==> src/design/bsc_pkg.sv <==
`timescale 1ns / 1ps
// ---------------------------------------------------------------------------
// bsc_pkg: shared types and constants for the bright spot cluster boxes block
// Register codes, reset values, field widths, controller states and the
// control group that the controller drives into every cluster cell.
// ---------------------------------------------------------------------------
`default_nettype none

package bsc_pkg;

  // Parameter defaults
  localparam int MAX_CLUSTERS_DEF = 30;
  localparam int COORD_BITS_DEF   = 11;

  // Fixed field widths
  localparam int PIX_W    = 8;
  localparam int NEAR_W   = 20;
  localparam int DIAM_W   = 11;
  localparam int OIDX_W   = 5;
  localparam int CFG_IDX_W = 2;
  localparam int CFG_DAT_W = 20;

  // Configuration register indexes
  localparam logic [CFG_IDX_W-1:0] REG_THRESH = 2'd0;
  localparam logic [CFG_IDX_W-1:0] REG_NEAR   = 2'd1;
  localparam logic [CFG_IDX_W-1:0] REG_SMALL  = 2'd2;

  // Register reset values
  localparam logic [PIX_W-1:0]  THRESH_RST = 8'd200;
  localparam logic [NEAR_W-1:0] NEAR_RST   = 20'd100;
  localparam logic [DIAM_W-1:0] SMALL_RST  = 11'd10;

  // Span given to a freshly opened cluster
  localparam int NEW_SPAN = 2;

  typedef enum logic [1:0] {
    S_IDLE,
    S_SEARCH,
    S_READ
  } state_t;

  // Control group broadcast to the cell chain
  typedef struct packed {
    logic create;  // open a new cluster in the cell holding the token
    logic kill;    // search done: drop the token everywhere
  } cell_ctl_t;

endpackage

`default_nettype wire

==> src/design/bsc_cell.sv <==
`timescale 1ns / 1ps
// ---------------------------------------------------------------------------
// bsc_cell: one cluster slot of the chain
// Holds one cluster's bounds, center, span and join limit. A search token
// enters from the previous cell; the cell holding it tests the pixel and
// either takes it, opens a new cluster, or hands the token on.
// ---------------------------------------------------------------------------
`default_nettype none

module bsc_cell #(
  parameter int COORD_BITS = bsc_pkg::COORD_BITS_DEF
) (
  input  wire logic                      clk,
  input  wire logic                      rst_n,
  input  wire bsc_pkg::cell_ctl_t        ctl,
  input  wire logic [COORD_BITS-1:0]     pix_row,
  input  wire logic [COORD_BITS-1:0]     pix_col,
  input  wire logic [bsc_pkg::DIAM_W-1:0] small_diam,
  input  wire logic [bsc_pkg::NEAR_W-1:0] near_sq,
  input  wire logic                      tok_i,
  output logic                           tok_o,
  output logic                           hit_o,
  output logic [COORD_BITS-1:0]          row_lo_o,
  output logic [COORD_BITS-1:0]          row_hi_o,
  output logic [COORD_BITS-1:0]          col_lo_o,
  output logic [COORD_BITS-1:0]          col_hi_o
);

  localparam int SQ_W = 2 * COORD_BITS;
  localparam int DW   = (SQ_W + 5 > bsc_pkg::NEAR_W) ? SQ_W + 5 : bsc_pkg::NEAR_W;

  logic                  tok_r;
  logic [COORD_BITS-1:0] row_lo_r, row_hi_r, col_lo_r, col_hi_r;
  logic [COORD_BITS-1:0] cen_row_r, cen_col_r, span_r;
  logic [DW-1:0]         lim_r;

  logic [COORD_BITS-1:0] dr, dc;
  logic [SQ_W-1:0]       dr_sq, dc_sq, sp_sq;
  logic [DW-1:0]         d2, lim_nxt;
  logic                  is_small, match;

  logic [COORD_BITS-1:0] row_lo_nxt, row_hi_nxt, col_lo_nxt, col_hi_nxt;
  logic [COORD_BITS-1:0] hgt, wid;
  logic [COORD_BITS:0]   rsum, csum;
  logic                  changed;

  // Distance test against the stored center
  always_comb begin
    dr       = (pix_row > cen_row_r) ? pix_row - cen_row_r : cen_row_r - pix_row;
    dc       = (pix_col > cen_col_r) ? pix_col - cen_col_r : cen_col_r - pix_col;
    dr_sq    = SQ_W'(dr) * SQ_W'(dr);
    dc_sq    = SQ_W'(dc) * SQ_W'(dc);
    d2       = DW'(dr_sq) + DW'(dc_sq);
    is_small = DW'(span_r) < DW'(small_diam);
    match    = is_small ? (d2 <= DW'(near_sq)) : ((d2 << 4) <= lim_r);
  end

  // Join limit 9*span^2, held in a register that is fed from the span
  always_comb begin
    sp_sq   = SQ_W'(span_r) * SQ_W'(span_r);
    lim_nxt = (DW'(sp_sq) << 3) + DW'(sp_sq);
  end

  // Widen bounds and recompute center and span
  always_comb begin
    row_lo_nxt = row_lo_r;
    row_hi_nxt = row_hi_r;
    col_lo_nxt = col_lo_r;
    col_hi_nxt = col_hi_r;
    changed    = 1'b0;
    if (pix_row < row_lo_r) begin
      row_lo_nxt = pix_row;
      changed    = 1'b1;
    end else if (pix_row > row_hi_r) begin
      row_hi_nxt = pix_row;
      changed    = 1'b1;
    end
    if (pix_col < col_lo_r) begin
      col_lo_nxt = pix_col;
      changed    = 1'b1;
    end else if (pix_col > col_hi_r) begin
      col_hi_nxt = pix_col;
      changed    = 1'b1;
    end
    rsum = (COORD_BITS+1)'(row_lo_nxt) + (COORD_BITS+1)'(row_hi_nxt);
    csum = (COORD_BITS+1)'(col_lo_nxt) + (COORD_BITS+1)'(col_hi_nxt);
    hgt  = row_hi_nxt - row_lo_nxt;
    wid  = col_hi_nxt - col_lo_nxt;
  end

  assign hit_o = tok_r & match;
  assign tok_o = tok_r;

  // Pass the token down the chain
  always_ff @(posedge clk) begin
    if (!rst_n) begin
      tok_r <= 1'b0;
    end else begin
      tok_r <= tok_i & ~ctl.kill;
    end
  end

  // Cluster contents
  always_ff @(posedge clk) begin
    lim_r <= lim_nxt;
    if (tok_r && ctl.create) begin
      row_lo_r  <= pix_row;
      row_hi_r  <= pix_row;
      col_lo_r  <= pix_col;
      col_hi_r  <= pix_col;
      cen_row_r <= pix_row;
      cen_col_r <= pix_col;
      span_r    <= COORD_BITS'(bsc_pkg::NEW_SPAN);
    end else if (hit_o && changed) begin
      row_lo_r  <= row_lo_nxt;
      row_hi_r  <= row_hi_nxt;
      col_lo_r  <= col_lo_nxt;
      col_hi_r  <= col_hi_nxt;
      cen_row_r <= rsum[COORD_BITS:1];
      cen_col_r <= csum[COORD_BITS:1];
      span_r    <= (wid < hgt) ? hgt : wid;
    end
  end

  assign row_lo_o = row_lo_r;
  assign row_hi_o = row_hi_r;
  assign col_lo_o = col_lo_r;
  assign col_hi_o = col_hi_r;

endmodule

`default_nettype wire

==> config.mk <==
export PLATFORM = sky130hd
export DESIGN_NAME = bsc_cell
export DESIGN_NICKNAME = d
export VERILOG_FILES = /design/src/design/bsc_pkg.sv /design/src/design/bsc_cell.sv
export SDC_FILE = /design/constraint.sdc
export NUM_CORES = 1
export LEC_CHECK = 0
export BUFFER_PORTS_ARGS = -buffer_cell sky130_fd_sc_hd__buf_2
export CORE_ASPECT_RATIO = 1.75
export CORE_MARGIN = 1.5
export CORE_UTILIZATION = 55
export CTS_CLUSTER_DIAMETER = 40
export CTS_CLUSTER_SIZE = 12
export DETAILED_ROUTE_END_ITERATION = 12
export PLACE_DENSITY = 0.75
export SLEW_MARGIN = 15
export SYNTH_ARGS = -nofsm -noshare
export SYNTH_HDL_FRONTEND = slang
export SYNTH_SLANG_ARGS = --single-unit
==> constraint.sdc <==
create_clock -name clk -period 18 [get_ports clk]
set_clock_uncertainty 0.1 [all_clocks]
set_input_delay 0.9 -clock clk [delete_from_list [all_inputs] [get_ports clk]]
set_output_delay 0.9 -clock clk [all_outputs]
set_load 0.05 [all_outputs]
======== Word level (Yosys, flattened, before mapping) ========
Index checks and enable logic that the tools add are counted.
word-level totals
  bits in registers ....................... 104
  latch bits .............................. 0
  bits in writable memories ............... 0
  memory bits (read-only) ................. 0
  input bits .............................. 58
  output and inout bits ................... 46
  word-level logic and storage cells ...... 64
  memories ................................ 0
operators by class
  $add $sub $neg .......................... 10
  multiply operators ...................... 3
  divide/modulo/power cells ............... 0
  order comparisons ....................... 10
  eq/ne operators ......................... 0
  shift operators ......................... 0
  muxes and demuxes ....................... 26
  bitwise gates (word level) .............. 3
  reductions and logical operators ........ 3
operators with widths
  kind                            count
  2-to-1 mux 11 bit               21
  multiplier 11 x 11 -> 22 bit    3
  subtractor 11 bit               6
  > comparator 11 bit             4
  < comparator 11 bit             4
  <= comparator 27 x 26 -> 1 bit  1
  adder 25 x 22 -> 26 bit         1
  adder 11 x 11 -> 12 bit         2
  adder 22 x 22 -> 23 bit         1
  <= comparator 23 x 20 -> 1 bit  1
  2-to-1 mux 1 bit                5
  AND 1 bit                       2
  logical AND 1 bit               2
  nonzero test 2 bit              1
  inverter 1 bit                  1

======== Depth between registers and ports, before layout ========
Gate-level depths: netlist of the first run.
  word-level depth ........................ 10
  gate-level depth with buffers ........... 47
  depth with buffers taken out ............ 44

======== Worst setup path after synthesis of the first run ========
Ideal clock, no wire load.
  path kind ............................... input -> register
  start point ............................. in pix_row[7]
  end point ............................... reg cen_col_r[0] (enable)
  setup time .............................. 0.426 ns
  data arrival time ....................... 11.493 ns
  data required time ...................... 17.474 ns
  path slack .............................. 5.981 ns
  stages on the path ...................... 42
  path buffers ............................ 2
  cells stage by stage .................... inv_1 ha_1 buf_4 o21a_1 o2bb2ai_2 nor3_4 a21oi_4 mux2_4 a221oi_4 xor2_4 or2_2 fa_1 inv_1 fa_1 inv_1 fa_1 inv_1 fa_1 (+6 left out) a211o_1 a211o_1 o21ai_2 nand2_1 a21o_1 a21oi_1 xnor2_1 ha_1 a21o_1 a21o_1 a21oi_1 nand3_1 a31oi_1 a211oi_1 o32ai_2 o311ai_2 buf_6 nand2_1
between the ends
  longest elaborated chain between the ends .. 9
  elaborated cells on any way between the ends .. 18
  classes of those cells .................. 3 x add/sub; 1 x mul; 5 x order compare; 6 x mux; 1 x bitwise; 2 x reduce/logical
ends and longest elaborated chain
  item                                                                                     line             RTL
  start: declaration                                                                       bsc_cell.sv:16   input wire logic [COORD_BITS-1:0] pix_row,
  subtractor 11 bit / > comparator 11 bit (equally long branches)                          bsc_cell.sv:49   dr = (pix_row > cen_row_r) ? pix_row - cen_row_r : cen_row_r - pix_row;
  2-to-1 mux 11 bit                                                                        bsc_cell.sv:49
  multiplier 11 x 11 -> 22 bit                                                             bsc_cell.sv:51   dr_sq = SQ_W'(dr) * SQ_W'(dr);
  adder 22 x 22 -> 23 bit                                                                  bsc_cell.sv:53   d2 = DW'(dr_sq) + DW'(dc_sq);
  <= comparator 27 x 26 -> 1 bit / <= comparator 23 x 20 -> 1 bit (equally long branches)  bsc_cell.sv:55   match = is_small ? (d2 <= DW'(near_sq)) : ((d2 << 4) <= lim_r);
  2-to-1 mux 1 bit                                                                         bsc_cell.sv:55
  AND 1 bit                                                                                bsc_cell.sv:91   assign hit_o = tok_r & match;
  logical AND 1 bit (*)                                                                    bsc_cell.sv:114  end else if (hit_o && changed) begin
  nonzero test 2 bit (no line) (*)                                                         -
  end signal: assignment                                                                   bsc_cell.sv:112  cen_col_r <= pix_col;
  end signal: assignment                                                                   bsc_cell.sv:120  cen_col_r <= csum[COORD_BITS:1];
  end: declaration                                                                         bsc_cell.sv:34   logic [COORD_BITS-1:0] cen_row_r, cen_col_r, span_r;
Mark *: on every way between the ends. The rest lies on a longest branch, timed or not.
A chain may end at the register's enable or synchronous reset.

======== Worst setup path in the final report of the first run ========
  start point ............................. in pix_col[5]
  end point ............................... out hit_o
between the ends
  longest elaborated chain between the ends .. 7
  elaborated cells on any way between the ends .. 10
  classes of those cells .................. 3 x add/sub; 1 x mul; 3 x order compare; 2 x mux; 1 x bitwise
ends and longest elaborated chain
  item                                                                                     line            RTL
  start: declaration                                                                       bsc_cell.sv:17  input wire logic [COORD_BITS-1:0] pix_col,
  subtractor 11 bit / > comparator 11 bit (equally long branches)                          bsc_cell.sv:50  dc = (pix_col > cen_col_r) ? pix_col - cen_col_r : cen_col_r - pix_col;
  2-to-1 mux 11 bit (*)                                                                    bsc_cell.sv:50
  multiplier 11 x 11 -> 22 bit (*)                                                         bsc_cell.sv:52  dc_sq = SQ_W'(dc) * SQ_W'(dc);
  adder 22 x 22 -> 23 bit (*)                                                              bsc_cell.sv:53
  <= comparator 27 x 26 -> 1 bit / <= comparator 23 x 20 -> 1 bit (equally long branches)  bsc_cell.sv:55
  2-to-1 mux 1 bit (*)                                                                     bsc_cell.sv:55
  AND 1 bit (*)                                                                            bsc_cell.sv:91
  end: declaration                                                                         bsc_cell.sv:22  output logic hit_o,
Marked as above.

==> results of run 1 <==
synth_stat cells (8+ instances only):
library cell	instances
a211oi_1	15
a21o_1	45
a21oi_1	170
a31oi_1	11
and2_1	49
and3_1	10
buf_2	13
clkbuf_1	40
dfxtp_1	37
edfxtp_1	66
fa_1	238
ha_1	358
inv_1	536
mux2_2	8
mux2i_1	43
nand2_1	117
nand2b_1	28
nand3_1	23
nand4_1	14
nor2_1	191
nor2b_1	23
nor3_1	32
o211ai_1	8
o21a_1	25
o21ai_0	93
o21ba_2	15
o21bai_1	16
or2_2	19
or3_1	14
xnor2_1	73
xor2_1	34
layout by cell type (no fill, tap or decap), types with 23 or more instances in the layout:
master    Yosys  final
inv_1       536    536
ha_1        358    358
fa_1        238    238
nor2_1      191    191
a21oi_1     170    170
nand2_1     117    115
buf_2        13    103
o21ai_0      93     92
xnor2_1      73     73
edfxtp_1     66     66
and2_1       49     49
a21o_1       45     45
mux2i_1      43     42
dfxtp_1      37     37
xor2_1       34     34
nor3_1       32     31
nand2b_1     28     28
o21a_1       25     25
nor2b_1      23     23
nand3_1      23     23
stage by stage:
stage | util [%] | cell area (um^2)
2_1_floorplan | - | 21640
3_3_place_gp | 57.91 | 22610
3_5_place_dp | 57.91 | 22610
4_1_cts | 58.71 | 22920
5_1_grt | 58.75 | 22940
6_report | 58.76 | 22940
path summary, 6_finish.rpt:
check / start / endpoint / slack [ns] / cells after the start
max reg2reg: cen_col_r[5] / cen_row_r[8] / 5.53 / 37
min: row_hi_o[8] / row_hi_o[8] / 0.56 / 2
max: pix_col[5] / hit_o / 5.00 / 38
min reg2reg: row_hi_o[8] / row_hi_o[8] / 0.56 / 2
per-layer routing:
layer | vias to the layer above | global-route usage, % | routed length, um
li1 | 8255 | - | -
met1 | 8482 | 30.49 | 20890
met2 | 500 | 54.33 | 30330
met3 | 190 | 2.900 | 2218
met4 | 0 | 22.60 | 5092
met5 | - | 0 | 0
area by class of cell:
type | instances | area, um^2
antenna | 2 | 5.005
clock buffer | 10 | 229.0
clock inverter | 6 | 85.08
fill | 3465 | 16100
inverter | 541 | 2031
multi-input combinational | 1790 | 16640
sequential | 103 | 2723
tap | 490 | 613.1
timing repair buffer | 116 | 613.1
flip-flops by register name (all words and copies together), names as in the netlist:
signal,cells
lim_r,25
cen_col_r,11
cen_row_r,11
col_hi_o,11
col_lo_o,11
row_hi_o,11
row_lo_o,11
span_r,11
tok_o,1
worst max-delay path: cells and delay by family:
family | cells | cell delay (ns)
AOI/OAI and AO/OA | 12 | 2.51
muxes | 1 | 0.26
buffers and inverters | 5 | 0.69
and+or+nand+nor | 8 | 1.63
xor gates and xnor gates | 2 | 1.06
adders and majority gates | 10 | 4.92
logic make-up (layout without fill, tap and decap cells):
logic type,after synthesis,count (layout),synth area share [%]
AOI/OAI and AO/OA,475,475,14.21
other,0,2,0
adders and majority gates,596,596,42.72
DFF,103,103,12.58
and+or+nand+nor,556,556,12.68
xor gates and xnor gates,111,111,4.683
buffers and inverters,603,673,10.66
muxes,52,52,2.475
==> results by group, run 1 <==
STA
  – Final period utilization: 72.21%
  – Actual slew at the worst max-slew pin: 1.114 ns
  – Setup-failing EPs final: 0
  – RSZ-0062 raised after global routing: no
  – Rel. slew slack: 25.47%
  – Final WS setup: 5.002 ns
  – Minimum clock period: 13.00 ns
  – Final hold viol count: 0
  – Setup tns final: 0 ns
  – Max Freq: 0.07694 GHz
  – Hold Slack: 0.5551 ns
  – Slew Limit Fails: 0

Worst setup path
  – Critical path type: in2out
  – CP dominant cell by count: fa_1
  – Crit end category: primary output
  – CP required: 17.00 ns
  – Max stage delay on crit path: 0.89 ns
  – Worst path slowest cell: xor2_1
  – Arr. time, crit path: 12.00 ns
  – Crit Path Max Fanout: 14
  – Setup crit start kind: primary input

Drt
  – DRC violations left: 2
  – Routed WL: 58530 um
  – DRT antenna net count: 0
  – Post-DR vias/cell: 5.699
  – DR WL/cell: 19.14 um
  – 1st-iter DRT viols: 1032
  – Drt first pass iters: 12
  – Routed vias: 17430

Clock tree
  – Clk sinks: 103
  – CTS Hold Bufs: 0
  – Inserted Clock Buffers: 9
  – CTS tree: done
  – Worst-path clk slew: 0.07 ns
  – Clock Path Buffers: 2
  – Clock Latency Late Sink: 0.37 ns
  – Root Driver: clkbuf_16
  – Postcts setup bufs: 0
  – Post-CTS sizing: 0
  – Max H-tree Level: 3

Place
  – Placed insts: 3040
  – DP Wirelength: 50010 um
  – Number of port buffers: 103
  – Placement Setup Slack: 4.830 ns
  – GPL Wtd Cong: 0.9916

Floorplan
  – Die Y-Extent: 265.4 um
  – Site Rows: 96
  – Initial Utilization: 55.44%
  – Chip width: 152.9 um
  – Die area: 0.04059 mm^2
  – Ports: 104
  – Core area: 0.03904 mm^2

Synthesis
  – Top-area cell type share of the netlist area: 22.02%
  – Synthesized instance count: 2496
  – Synthesized area: 0.02164 mm^2
  – Warning count from the yosys run: 0
  – Synth Area per Inst: 8.670 um^2
  – Seq/Total Area, Yosys: 12.58%
  – Ys async rst share: 0%
  – Top cells by area, synth: fa_1 22%, ha_1 21%, inv_1 9.3%, edfxtp_1 9.2%, a21oi_1 3.9%
  – Count of cell types in the netlist: 91
  – Yosys top cell by area: fa_1
  – Synthesized flop and latch total: 103
  – Main synth FF type: edfxtp_1
  – EDFF count, synth: 66
  – Syn nets: 3150

Min path
  – Worst Hold Class: reg2reg

Finish
  – Share of cells above drive strength 1: 8.691%
  – Layout area overhead: 5.995%
  – NumNets Final: 3215
  – Final std cells w/o fill: 3058

Global routing
  – Total grt overflow: 0
  – Initial antenna violation count: 1
  – Total track usage: 29.40%
  – First-pass GRT wire length: 93360 um
  – Vias in the first global route: 18430
  – Pin count of the biggest net entering global routing: 67

Status
  – Status: finished, violations left
  – Failing checks: DRC

Flow run
  – Max_cap viols: 0
Power of run 1 is not shown: default switching activity piles up to over one toggle a cycle in this logic, so the estimate is an artifact.
==> run 2, diff against run 1 <==
--- a/config.mk
+++ b/config.mk
@@ -5,6 +5,7 @@
 export SDC_FILE = /design/constraint.sdc
 export NUM_CORES = 1
 export LEC_CHECK = 0
+export ABC_AREA = 1
 export BUFFER_PORTS_ARGS = -buffer_cell sky130_fd_sc_hd__buf_2
 export CORE_ASPECT_RATIO = 1.75
 export CORE_MARGIN = 1.5
@@ -12,7 +13,7 @@
 export CTS_CLUSTER_DIAMETER = 40
 export CTS_CLUSTER_SIZE = 12
 export DETAILED_ROUTE_END_ITERATION = 12
-export PLACE_DENSITY = 0.75
+export PLACE_DENSITY = 0.77
 export SLEW_MARGIN = 15
 export SYNTH_ARGS = -nofsm -noshare
 export SYNTH_HDL_FRONTEND = slang
==> constraint.sdc (replaced) <==
create_clock -name clk -period 11.3 [get_ports clk]
set_clock_uncertainty 0.1 [all_clocks]
set_input_delay 0.565 -clock clk [delete_from_list [all_inputs] [get_ports clk]]
set_output_delay 0.565 -clock clk [all_outputs]
set_load 0.05 [all_outputs]
==> run 2 against run 1 <==
Net effect:
- the run now ends clean
- worst hold slack got worse by 0.32 ns
- global-route usage shrank 0.053 points
- final area up 2.5%
- clock-buffer cell count decreased by 1
==> results by group, run 2 <==
Worst setup path
  – Crit path buf inv count: 10 (+5)
  – Setup crit start kind: primary input
  – Max stage delay on crit path: 0.61 ns (-0.28 ns)
  – Top cell family by delay on the critical path: adder cells
  – Critical path type: in2out
  – Crit end category: primary output
  – Arr. time, crit path: 10.11 ns (-1.89 ns)
  – Crit Path Max Fanout: 12 (-2)
  – Worst path slowest cell: fa_1
  – CP dominant cell by count: nand2_1
  – CP required: 10.64 ns (-6.36 ns)

Floorplan
  – Core area: 0.03993 mm^2 (+2.3%)
  – Die Y-Extent: 268.6 um (+1.2%)
  – Die area: 0.04156 mm^2 (+2.4%)
  – Site Rows: 97 (+1.0%)
  – Chip width: 154.7 um (+1.2%)
  – Ports: 104 (unchanged)
  – Initial Utilization: 55.51% (+0.071 points)

Synthesis
  – Synthesized flop and latch total: 103 (unchanged)
  – Syn nets: 3602 (+14%)
  – EDFF count, synth: 66 (unchanged)
  – Post-synth top cells: 709 x inv_1, 573 x nand2_1, 358 x ha_1
  – Synth Area per Inst: 7.518 um^2 (-13%)
  – Top cells by area, synth: fa_1 21%, ha_1 20%, inv_1 12%, nand2_1 9.7%, edfxtp_1 8.9%
  – Count of cell types in the netlist: 56 (-38%)
  – Seq/Total Area, Yosys: 12.28% (-0.30 points)
  – Most frequent cell after synthesis: inv_1
  – Warning count from the yosys run: 0 (unchanged)
  – Main synth FF type: edfxtp_1
  – Synthesized instance count: 2948 (+18%)
  – Ys async rst share: 0% (unchanged)
  – Top-area cell type share of the netlist area: 21.50% (-0.52 points)
  – Synthesized area: 0.02216 mm^2 (+2.4%)
  – Yosys top cell by area: fa_1

Finish
  – Biggest register: lim_r
  – Leading cell types in the layout, fill and taps excluded: 709 x inv_1, 571 x nand2_1, 358 x ha_1, 238 x fa_1, 212 x nor2_1
  – Share of cells above drive strength 1: 6.895% (-1.8 points)
  – Seq. cell area: 0.002723 mm^2 (unchanged)
  – Final instance area: 0.02351 mm^2 (+2.5%)
  – Filler Cell Count: 3694 (+6.6%)
  – NumNets Final: 3680 (+14%)
  – Multi-input logic area: 0.01648 mm^2 (-0.96%)
  – Commonest non-fill, non-tap cell in the layout: inv_1
  – Largest register FFs: 25 (unchanged)
  – Layout area overhead: 6.080% (about the same)

Clock tree
  – Worst-path clk slew: 0.08 ns (about the same)
  – Clock Latency Late Sink: 0.37 ns (about the same)
  – CTS tree: done
  – Max H-tree Level: 3 (unchanged)
  – CTS Hold Bufs: 0 (unchanged)
  – Root Driver: clkbuf_16
  – Clock Path Buffers: 2 (unchanged)
  – Inserted Clock Buffers: 9 (unchanged)
  – Clk sinks: 103 (unchanged)

Drt
  – DRC violations left: 0 (-2)
  – Routed vias: 19080 (+9.5%)
  – DR WL/cell: 16.74 um (-13%)
  – Drt first pass iters: 5 (-7)
  – Routed WL: 59120 um (+1.0%)
  – Post-DR vias/cell: 5.403 (-5.2%)
  – DRT antenna net count: 0 (unchanged)
  – 1st-iter DRT viols: 1034 (+0.19%)

Place
  – DP Wirelength: 51810 um (+3.6%)
  – Number of port buffers: 103 (unchanged)
  – Placed instance area: 0.02318 mm^2 (+2.5%)
  – GPL Wtd Cong: 0.9997 (+0.82%)
  – Placement Setup Slack: 0.4220 ns (-4.408 ns)

Flow run
  – Max_cap viols: 0 (unchanged)

STA
  – Final period utilization: 95.34%
  – Minimum clock period: 10.77 ns
  – Slew Limit Fails: 0 (unchanged)
  – RSZ-0062 raised after global routing: no
  – Max Freq: 0.09282 GHz
  – Final hold viol count: 0 (unchanged)
  – Setup-failing EPs final: 0 (unchanged)
  – Setup tns final: 0 ns (unchanged)
  – Rel. slew slack: 41.53% (+16 points)
  – Actual slew at the worst max-slew pin: 0.8746 ns (-0.2395 ns)
  – Final WS setup: 0.5266 ns (-4.476 ns)

Global routing
  – Initial antenna violation count: 5 (+4)
  – Total grt overflow: 0 (unchanged)
  – Total track usage: 29.35% (-0.053 points)
  – First-pass GRT wire length: 96190 um (+3.0%)
  – Pin count of the biggest net entering global routing: 52 (-22%)
  – Vias in the first global route: 20200 (+9.6%)

Status
  – Status: complete, no violations

Min path
  – Worst Hold Class: in2reg
run 2: cell type report:
cell class	count	area share, %
Multi-Input combinational cell	2069	70.09
Sequential cell	103	11.58
Antenna cell	5	0.05322
Inverter	723	11.54
Clock buffer	9	0.9579
Timing Repair Buffer	120	2.799
Tap cell	495	2.634
Clock inverter	7	0.3406
run 2: through the flow:
step           hold WS [ns]  utilization (%)  cells
6_report             0.2375            58.88   3531
5_1_grt              0.2368            58.88   3530
4_1_cts              0.2354            58.81   3526
3_5_place_dp         0.4964            58.05   3510
3_3_place_gp         0.5007            58.05   3510
2_1_floorplan        0.2788                -   2948
run 2: what timing repair did:
item / 4_1_cts / 5_1_grt
resized for setup: 0 / 6
setup endpoints to repair: 0 / 61
buffers inserted: 0 / 0
run 2: path summary, 6_finish.rpt:
path | cells past startpoint | from | end | slack (ns)
worst max-delay path | 43 | pix_row[2] | hit_o | 0.53
worst min-delay path | 2 | ctl[0] | tok_o | 0.24
worst max register to register | 41 | cen_row_r[2] | row_lo_o[8] | 0.79
worst min register to register | 0 | span_r[0] | lim_r[0] | 0.51
run 2: routing by layer:
| layer | global-route usage [%] | share of wire [%] | wire length, um |
|---|---|---|---|
| met5 | 0 | 0 | 0 |
| met1 | 30.31 | 36 | 21290 |
| met4 | 20.84 | 7.8 | 4634 |
| met3 | 2.073 | 3.5 | 2056 |
| met2 | 55.86 | 53 | 31140 |
run 2: cells by family (layout without fill, tap and decap cells):
kind of cell | Yosys count | count (layout) | share of synthesized area [%]
AOI/OAI and AO/OA | 400 | 400 | 10.07
buffers and inverters | 776 | 859 | 13.44
xor gates and xnor gates | 112 | 112 | 4.511
other | 0 | 5 | 0
adders and majority gates | 596 | 596 | 41.71
DFF | 103 | 103 | 12.28
and+or+nand+nor | 961 | 961 | 18.00
Power of run 2 is left out for the same reason.
